<file path="config.mk">
export PLATFORM = sky130hd
export DESIGN_NAME = mbrm_map
export DESIGN_NICKNAME = d
export VERILOG_FILES = /design/src/hdl/mbrm_pkg.sv /design/src/hdl/mbrm_map.sv
export SDC_FILE = /design/constraint.sdc
export NUM_CORES = 1
export LEC_CHECK = 0
export BUFFER_PORTS_ARGS = -buffer_cell sky130_fd_sc_hd__buf_2
export CAP_MARGIN = 10
export CORE_UTILIZATION = 35
export DETAILED_ROUTE_END_ITERATION = 10
export SYNTH_ARGS = -nofsm -noshare
export SYNTH_HDL_FRONTEND = slang
export SYNTH_SLANG_ARGS = --single-unit
</file>
<file path="constraint.sdc">
create_clock -name vclk -period 6.3
set_clock_uncertainty 0.2 [all_clocks]
set_input_delay 0.63 -clock vclk [all_inputs]
set_output_delay 0.63 -clock vclk [all_outputs]
set_load 0.02 [all_outputs]
</file>
<file path="src/hdl/mbrm_pkg.sv">
// Package for the two-bank RAM mapper: size codes, register indexes,
// request bit positions, configuration and mapping result types.
// No dependencies.
`default_nettype none

package mbrm_pkg;

    // Word store geometry.
    localparam int RAM_WORDS = 2097152;
    localparam int IDX_W     = $clog2(RAM_WORDS);

    // Field and internal widths.
    localparam int ADDR_W  = 24;
    localparam int DATA_W  = 16;
    localparam int TYPE_W  = 2;
    localparam int SIZE_W  = 2;
    localparam int CIDX_W  = 3;
    localparam int OFS_W   = 21;   // offset inside one bank, below 2MB
    localparam int PHYS_W  = 22;   // physical byte address, below 4MB

    // Request type bits: bit 0 selects a word, bit 1 a write.
    localparam int REQ_WORD_BIT  = 0;
    localparam int REQ_WRITE_BIT = 1;

    // Bank size codes.
    localparam logic [SIZE_W-1:0] SIZE_NONE = 2'd0;
    localparam logic [SIZE_W-1:0] SIZE_128K = 2'd1;
    localparam logic [SIZE_W-1:0] SIZE_512K = 2'd2;
    localparam logic [SIZE_W-1:0] SIZE_2M   = 2'd3;

    // Configuration register indexes.
    localparam logic [CIDX_W-1:0] CFG_BANK0_SIZE  = 3'd0;
    localparam logic [CIDX_W-1:0] CFG_BANK1_SIZE  = 3'd1;
    localparam logic [CIDX_W-1:0] CFG_REAL0_SIZE  = 3'd2;
    localparam logic [CIDX_W-1:0] CFG_REAL1_SIZE  = 3'd3;
    localparam logic [CIDX_W-1:0] CFG_MODEL_STE   = 3'd4;

    // Addresses above this limit raise a bus error.
    localparam logic [ADDR_W-1:0] LIMIT_4MB = 24'h400000;

    // Byte and word fill values for unmapped reads.
    localparam logic [DATA_W-1:0] ONES_BYTE = 16'h00FF;
    localparam logic [DATA_W-1:0] ONES_WORD = 16'hFFFF;

    typedef struct packed {
        logic [SIZE_W-1:0] cfg_bank0_size;
        logic [SIZE_W-1:0] cfg_bank1_size;
        logic [SIZE_W-1:0] real_bank0_size;
        logic [SIZE_W-1:0] real_bank1_size;
        logic              model_is_ste;
    } t_cfg;

    typedef struct packed {
        logic              bus_error;
        logic              in_gap;
        logic              ok;        // inside fitted RAM and the store
        logic [PHYS_W-1:0] phys;
    } t_map_res;

    // Size of a bank in bytes for a size code.
    function automatic logic [PHYS_W-1:0] size_bytes(input logic [SIZE_W-1:0] code);
        logic [PHYS_W-1:0] bytes;
        unique case (code)
            SIZE_128K: bytes = 22'h020000;
            SIZE_512K: bytes = 22'h080000;
            SIZE_2M:   bytes = 22'h200000;
            default:   bytes = '0;
        endcase
        return bytes;
    endfunction

endpackage

`default_nettype wire

</file>
<file path="src/hdl/mbrm_map.sv">
// Address mapper: splits a bus address into banks, clears the row and column
// lines the fitted chips lack and relocates bank 1. Depends on mbrm_pkg.
`default_nettype none

module mbrm_map (
    input  mbrm_pkg::t_cfg              i_cfg,
    input  logic [mbrm_pkg::ADDR_W-1:0] i_address,
    input  logic                        i_is_word,
    output mbrm_pkg::t_map_res          o_map
);
    import mbrm_pkg::*;

    logic [PHYS_W-1:0] w_cfg0, w_cfg1, w_real0, w_real1;
    logic [PHYS_W:0]   w_total;
    logic [ADDR_W-1:0] w_ad, w_rel;
    logic              w_second, w_berr, w_gap;
    logic [SIZE_W-1:0] w_cfg_code, w_real_code;
    logic [OFS_W-1:0]  w_clr, w_ofs;
    logic [PHYS_W-1:0] w_phys;
    logic [PHYS_W:0]   w_end;
    logic              w_in_store;

    // Bank sizes in bytes and the fitted total.
    always_comb begin
        w_cfg0  = size_bytes(i_cfg.cfg_bank0_size);
        w_cfg1  = size_bytes(i_cfg.cfg_bank1_size);
        w_real0 = size_bytes(i_cfg.real_bank0_size);
        w_real1 = size_bytes(i_cfg.real_bank1_size);
        w_total = {1'b0, w_real0} + {1'b0, w_real1};
    end

    // Bank selection, bus error and gap detection.
    always_comb begin
        w_ad = i_address;
        if (i_is_word) begin
            w_ad[0] = 1'b0;
        end
        w_berr   = w_ad > LIMIT_4MB;
        w_second = w_ad >= ADDR_W'(w_cfg0);
        w_rel    = w_second ? (w_ad - ADDR_W'(w_cfg0)) : w_ad;
        w_cfg_code  = w_second ? i_cfg.cfg_bank1_size  : i_cfg.cfg_bank0_size;
        w_real_code = w_second ? i_cfg.real_bank1_size : i_cfg.real_bank0_size;
        w_gap = !w_berr && ((w_second && (w_rel >= ADDR_W'(w_cfg1)))
                            || (w_real_code == SIZE_NONE));
    end

    // Lines missing on smaller chips, by configured and fitted size.
    always_comb begin
        w_clr = '0;
        if (w_cfg_code == SIZE_2M) begin
            if (w_real_code == SIZE_512K) begin
                w_clr = i_cfg.model_is_ste ? 21'h180000 : 21'h100400;
            end else if (w_real_code == SIZE_128K) begin
                w_clr = i_cfg.model_is_ste ? 21'h1E0000 : 21'h180600;
            end
        end else if (w_cfg_code == SIZE_512K) begin
            if (w_real_code == SIZE_128K) begin
                w_clr = i_cfg.model_is_ste ? 21'h060000 : 21'h040200;
            end
        end
    end

    // Physical address and the fitted-RAM range check.
    always_comb begin
        w_ofs  = w_rel[OFS_W-1:0] & ~w_clr;
        w_phys = {1'b0, w_ofs} + (w_second ? w_real0 : '0);
        w_end  = {1'b0, w_phys} + (i_is_word ? (PHYS_W+1)'(2) : (PHYS_W+1)'(1));
        w_in_store = {1'b0, w_phys[PHYS_W-1:1]} < PHYS_W'(RAM_WORDS);
        o_map.bus_error = w_berr;
        o_map.in_gap    = w_gap;
        o_map.ok        = !w_berr && !w_gap && (w_end <= w_total) && w_in_store;
        o_map.phys      = w_phys;
    end

endmodule

`default_nettype wire

</file>
### Word-level counts from Yosys, hierarchy flattened

Index checks and enable logic that the tools add are counted.

* input port bits: 34
* bits in latches: 0
* RAM bits: 0
* memories: 0
* ROM bits: 0
* output and inout bits: 25
* logic and storage cells: 52
* bits in registers: 0

* bitwise operators: 2
* reductions and logical operators: 8
* divide/modulo/power cells: 0
* multiplexer cells: 18
* magnitude comparators: 4
* equality and inequality tests: 16
* multipliers: 0
* add/subtract/negate cells: 4
* shifts and indexed selects: 0

Operators by type and width (number)
* 22-bit case mux with 3 select lines: 4
* 21-bit 2-to-1 mux: 3
* 19-bit 2-to-1 mux: 3
* 24-bit by 22-bit greater-or-equal comparator with 1-bit output: 2
* 24-bit by 23-bit > comparator with 1-bit output, second input constant: 1
* 24-bit 2-to-1 mux: 1
* 24-bit by 22-bit subtractor with 24-bit output: 1
* 22-bit by 2-bit adder with 23-bit output: 1
* 22-bit by 22-bit adder with 23-bit output: 1
* 23-bit less-or-equal comparator: 1
* 21-bit by 22-bit adder with 22-bit output: 1
* 2-bit == test, second input constant: 11
* 22-bit 2-to-1 mux: 1
* 21-bit bitwise AND: 1
* 21-bit NOT: 1
* 20-bit 2-to-1 mux: 1
* 18-bit 2-to-1 mux: 1
* 2-bit by 1-bit == test with 1-bit output, second input constant: 5
* 2-bit 2-to-1 mux: 3
* 1-bit logical AND: 4
* 1-bit zero test: 2
* 2-bit zero test: 1
* 1-bit logical OR: 1
* 1-bit 2-to-1 mux: 1

### Depth between registers and ports, before layout

Gate-level depths: netlist of the first run.

* word-level depth: 14
* mapped depth: 25
* depth with buffers taken out: 23

### Least setup slack after synthesis of the first run

No wires, ideal clock.

* kind: input port to output port
* start: input i_cfg[7] (netlist name)
* end: output o_map[22] (netlist name)
* path slack: -0.639 ns
* arrival: 6.109 ns
* path buffers: 2
* required time: 5.470 ns
* stages: 25
* cells stage by stage: nand2_1 > ha_1 > or4bb_1 > nor4b_2 > a31o_4 > buf_12 > clkbuf_1 > mux2i_1 > inv_1 > ha_1 > nor2b_1 > a21o_1 > a21oi_1 > ha_1 > ha_1 > a21oi_1 > nor2_1 > xnor2_1 > and3_1 > ha_1 > and4b_1 > o21ai_0 > or4_1 > a2111oi_2 > o211a_1

RTL lines
* from (decl): line mbrm_map.sv:6 `input mbrm_pkg::t_cfg i_cfg,`
* to (decl): line mbrm_map.sv:9 `output mbrm_pkg::t_map_res o_map`

==> metrics.md, run 1 <==
| Metric | Value |
|---|---|
| Status | complete, but fails checks |
| Max-Slew Margin vs Limit | 58.6% |
| Final ANT Viol Nets | 0 |
| Endpoints failing hold | 0 |
| Fin worst setup slack | -0.0493 ns |
| Global route total overflow | 0 |
| Peak VDD IR | 39.3 µV |
| Minimum clock period | 6.35 ns |
| Crit-path max cell delay | 0.53 ns |
| Worst Path Max Fanout | 4 |
| Starting Density | 36.8% |
| Top cell by count, worst path | ha_4 |
| Global Route Usage Sum | 19.2% |
| Setup violators final | 1 |
| Synth unique cells | 56 |
| Failing checks | negative setup slack |
| Tot Pwr | 230 µW |
| Crit-path cells | buf_8 > nand2b_4 > ha_4 > or4bb_4 > nor4b_4 > a31o_4 > mux2i_4 > ha_4 > nand3b_1 > mux2i_1 > a21o_1 > a21oi_2 > ha_4 > buf_6 > a31oi_4 > xor2_4 > nand4_1 > xnor2_1 > ha_1 > nand3_2 > or4_4 > a2111oi_4 > o211a_1 > buf_6 |
| Via count | 1,785 |
| DP Area | 0.00219 mm² |
| Setup crit end kind | output port |
| CP required | 5.47 ns |
| Layout net count | 352 |
| # clk buffers | 0 |
| Max cap viols | 0 |
| Core area | 0.00441 mm² |
| Slowest-stage cell, CP | or4_4 |
| Mean area per synthesized cell | 7.50 µm² |
| Setup TNS | -0.0493 ns |
| Unrepaired setup endpoints after global routing | true |
| Share of cells above drive strength 1 | 45.9% |
| Hold Path Stages | 2 |
| Port bufs | 59 |
| First-pass GRT wire length | 7910 µm |
| CP Class | in2out |
| Period utilization | 101% |
| Synth area leader | ha_1 |
| Register area | 0 µm² |
| Die W | 70.2 µm |
| Final GP Congestion | 0.845 |
| Final WL | 4680 µm |
| Post-DP HPWL | 4020 µm |
| Largest cells by area after synthesis | ha_1, buf_4, nor2b_1, xnor2_1, nand2_1 |
| Finished Cell Area | 0.00237 mm² |
| Synth-to-Final Area Change | 45.5% |
| Hold_ws | 1.32 ns |
| First-pass DRT Iterations | 4 |
| Vias in the first global route | 1,696 |
| Via/cell ratio | 5.19 |
| WL/cell | 13.6 µm |
| FF+latch count | 0 |
| Measured slew at the worst slew-check pin | 0.616 ns |
| Largest net degree at the start of global routing | 17 |
| Syn nets | 275 |
| Leakage | 0.00109 µW |
| Yosys warning count | 0 |
| Count leader, synth | ha_1 |
| Max Slew Vio Count | 0 |
| Hold_buf cts | 0 |
| CP arrival | 5.52 ns |
| Sequential share of the synthesized area | 0% |
| DRC viols | 0 |
| Fmax | 157 MHz |
| Syn Std Cell Area | 0.00163 mm² |
| PD cells | 97.0 mW/mm² |
| Die Y | 70.2 µm |
| First-iteration detailed-routing DRC count | 90 |
| Io pins | 59 |
| Cell Rows | 24 |
| Initial antenna violation count | 0 |
| Die area | 0.00492 mm² |
| Gate Count Post-Synth | 217 |
| Synth top area share | 17.7% |
| Antenna Cells | 0 |
| Worst setup SP type | input pin |
| Worst hold path type | in2out |
| Pre-CTS WS | -0.320 ns |
| Synth top cells by count | ha_1, nand2_1, buf_4, nor2_1 |
[placed cells by master, fill, tap and decap left out, types with 7 or more instances in the layout]
master   count
a21oi_1      8
buf_2       56
buf_4       34
ha_1        15
ha_4         8
inv_1       12
nand2_1     17
nand4_1      7
nor2_1      13
nor2b_1     12
xnor2_1      7
[critical path: cells and delay by family]
family,cells,cell delay [ns]
AO/OA/AOI/OAI,6,1.05
AND/OR/NAND/NOR,7,1.72
adder cells (fa/ha/maj),4,0.94
multiplexers,2,0.48
XOR/XNOR,2,0.38
buffers and inverters,3,0.33
[per-layer routing]
| layer | wire length, µm | share of wire, % | vias to the layer above | GRT usage [%] |
|---|---|---|---|---|
| met5 | 0 | 0 | - | 0 |
| met4 | 36 | 0.77 | 0 | 2.44 |
| met3 | 180 | 3.8 | 4 | 1.59 |
| met2 | 2090 | 45 | 52 | 30.4 |
| met1 | 2370 | 51 | 804 | 28.7 |
| li1 | - | - | 925 | - |
[final timing paths]
kind,from,to,slack [ns]
max,i_cfg[7],o_map[22],-0.05
min,i_address[11],o_map[11],1.32
[stage by stage]
| stage | cells | util [%] |
|---|---|---|
| after global placement | 340 | 49.7 |
| final | 344 | 53.6 |
| after global routing | 344 | 53.6 |
| after detailed placement | 340 | 49.7 |
| after floorplan | 217 | - |
| after CTS | 342 | 52.3 |
[layout make-up]
cell class,count,area [µm²]
timing repair buffer,94,584
multi-input combinational,185,1670
inverter,13,48.8
fill,425,2050
tap,52,65.1
[power breakdown]
group | switching (µW) | internal (µW) | total [µW]
registers | 0 | 0 | 0
logic | 119 | 111 | 230
clock network | 0 | 0 | 0
[repair_timing]
item	4_1_cts	5_1_grt
pin swaps	20	19
gates resized for setup	22	6
setup endpoints to repair	1	1
buffers inserted	2	2
[cells by family (layout without fill, tap and decap cells)]
| group | count (synthesis) | count (layout) | share of synthesized area, % |
|---|---|---|---|
| adders and majority gates | 24 | 24 | 18.9 |
| and+or+nand+nor | 99 | 99 | 36.8 |
| buffers and inverters | 32 | 107 | 12.3 |
| xor gates and xnor gates | 15 | 15 | 8.54 |
| AOI/OAI and AO/OA | 39 | 39 | 18.2 |
| muxes | 8 | 8 | 5.31 |
(Power assumes the default switching activity.)
==> run 2: changes to the inputs <==
Settings changed: CORE_UTILIZATION 35 to 48, PLACE_DENSITY set to 0.81.
==> run 2 against run 1 <==
Compared with the run above:
- the flow still finishes with violations (negative setup slack)
- design area is 0.53% higher
- largest power group unchanged
- critical endpoint unchanged
- worst setup slack lost 0.12 ns
- worst hold slack improved by 0.0066 ns
- total power grew 8.2%
- first-iteration DRC count up 21%
==> metrics.md, run 2 (same netlist as run 1, synthesis figures left out) <==
| Metric | Value |
|---|---|
| First-iteration detailed-routing DRC count | 109 (+21%) |
| Synth-to-Final Area Change | 46.3% |
| Global route total overflow | 0 (unchanged) |
| Fin cells | 339 (-1.5%) |
| Unrepaired setup endpoints after global routing | true |
| Peak VDD IR | 48.2 µV (+22%) |
| CP required | 5.47 ns (about the same) |
| Die area | 0.00363 mm² (-26%) |
| Fill cells | 220 (-48%) |
| Antenna Cells | 0 (unchanged) |
| Max Slew Vio Count | 0 (unchanged) |
| Setup violators final | 1 (unchanged) |
| Leakage | 0.00110 µW (+1.3%) |
| Io pins | 59 (unchanged) |
| FF+latch count | 0 (unchanged) |
| Placed cells | 329 (-3.2%) |
| Post-DP HPWL | 4180 µm (+4.0%) |
| Port bufs | 59 (unchanged) |
| Final ANT Viol Nets | 0 (unchanged) |
| Fin worst setup slack | -0.167 ns (-0.118 ns) |
| CP Class | in2out |
| Max cap viols | 0 (unchanged) |
| Core area | 0.00313 mm² (-29%) |
| Endpoints failing hold | 0 (unchanged) |
| Core Util, Final | 76.1% (+22 points) |
| Starting Density | 52.0% (+15 points) |
| Commonest non-fill, non-tap cell in the layout | buf_2 |
| Hold Path Stages | 2 (unchanged) |
| Largest net degree at the start of global routing | 12 (-5) |
| Cell Rows | 20 (-17%) |
| Hold EP | o_map[11] |
| Die Y | 60.2 µm (-14%) |
| Register area | 0 µm² (unchanged) |
| First-pass DRT Iterations | 4 (unchanged) |
| CP arrival | 5.64 ns (+0.12 ns) |
| Layout net count | 355 (+0.85%) |
| Share of cells above drive strength 1 | 46.4% (+0.55 points) |
| Final WL | 5350 µm (+14%) |
| First-pass GRT wire length | 7940 µm (+0.43%) |
| DRC viols | 0 (unchanged) |
| Worst setup SP type | input pin |
| Max-Slew Margin vs Limit | 55.5% (-3.2 points) |
| Most frequent cells in the layout | buf_2, buf_4, nand2_1, ha_1, nor2_1 |
| Status | complete, but fails checks |
| WL/cell | 15.8 µm (+16%) |
| Worst hold path type | in2out |
| Period utilization | 103% (+1.9 points) |
| Global Route Usage Sum | 28.5% (+9.3 points) |
| Via/cell ratio | 5.73 (+11%) |
| Measured slew at the worst slew-check pin | 0.663 ns (+0.0471 ns) |
| PD cells | 104 mW/mm² (+7.6%) |
| Hold_sp | i_address[11] |
| Final GP Congestion | 0.835 (-1.1%) |
| Die W | 60.2 µm (-14%) |
| Minimum clock period | 6.47 ns (+0.118 ns) |
| Hold_buf cts | 0 (unchanged) |
| Fmax | 155 MHz (-1.8%) |
| Setup crit end kind | output port |
| Via count | 1,944 (+8.9%) |
| Failing checks | negative setup slack |
| Worst Path Max Fanout | 4 (unchanged) |
| Initial antenna violation count | 0 (unchanged) |
| # clk buffers | 0 (unchanged) |
| Tot Pwr | 249 µW (+8.2%) |
| Vias in the first global route | 1,781 (+5.0%) |
run 2: cell count changes in the layout (fill, tap and decap cells not counted):
cell,previous run,this run
buf_4,34,37
xnor2_4,0,1
xnor2_2,2,1
nor2_2,2,1
buf_8,1,2
ha_2,0,2
buf_6,3,2
ha_4,8,6
nor2_4,0,1
run 2: worst max-delay path by stage:
stage	startpoint	endpoint	slack, ns	cells after the start
final	i_cfg[7]	o_map[22]	-0.17	23
after global routing	i_cfg[7]	o_map[22]	-0.32	25
after CTS	i_cfg[7]	o_map[22]	-0.24	25
after detailed placement	i_cfg[7]	o_map[22]	-0.37	25
after global placement	i_cfg[7]	o_map[22]	-0.19	24
after floorplan	i_cfg[7]	o_map[22]	-0.16	25
run 2: where the power goes:
| group | internal (µW) | total [µW] | switching [µW] |
|---|---|---|---|
| logic | 119 | 249 | 129 |
| registers | 0 | 0 | 0 |
| clock network | 0 | 0 | 0 |
run 2: layout make-up:
class | instances | area (µm²) | share of cell area (%)
multi-input combinational | 185 | 1670 | 70.0
timing repair buffer | 97 | 611 | 25.7
tap | 44 | 55.1 | 2.31
inverter | 13 | 48.8 | 2.05
run 2: what timing repair did:
action                                 4_1_cts  5_1_grt
pin swaps                                   23       24
setup buffers                                5        5
endpoints found under the hold margin        0        0
setup endpoints to repair                    1        1
gates resized for setup                     20        9
run 2: routing by layer:
metal	vias to the layer above	track usage [%]	part of all wire, %
met2	103	54.5	49
met4	0	4.98	2.3
li1	939	-	-
met3	10	1.95	7.3
met5	-	0	0
met1	892	34.4	41
run 2: through the flow:
| stage | worst slack, ns | TNS (ns) | hold slack [ns] | cell area (µm²) |
|---|---|---|---|---|
| floorplan | -0.157 | -0.157 | 1.17 | 1770 |
| global placement | -0.191 | -0.191 | 1.32 | 2160 |
| detailed placement | -0.372 | -0.372 | 1.32 | 2160 |
| CTS | -0.241 | -0.241 | 1.32 | 2290 |
| global route | -0.321 | -0.321 | 1.33 | 2380 |
| finish | -0.167 | -0.167 | 1.33 | 2380 |
run 2: worst max-delay path, cell delays in order:
cell	delay, ns
buf_8	0.10
nand2b_4	0.14
ha_4	0.26
or4bb_4	0.47
nor4b_4	0.29
a31o_4	0.23
mux2i_4	0.28
inv_1	0.08
ha_2	0.20
buf_4	0.15
a21oi_1	0.17
o21a_1	0.19
ha_4	0.25
a31oi_4	0.22
xor2_4	0.22
nand4_1	0.14
xnor2_1	0.16
ha_1	0.31
nand3_2	0.08
or4_4	0.52
a2111oi_4	0.20
o211a_1	0.21
buf_6	0.11
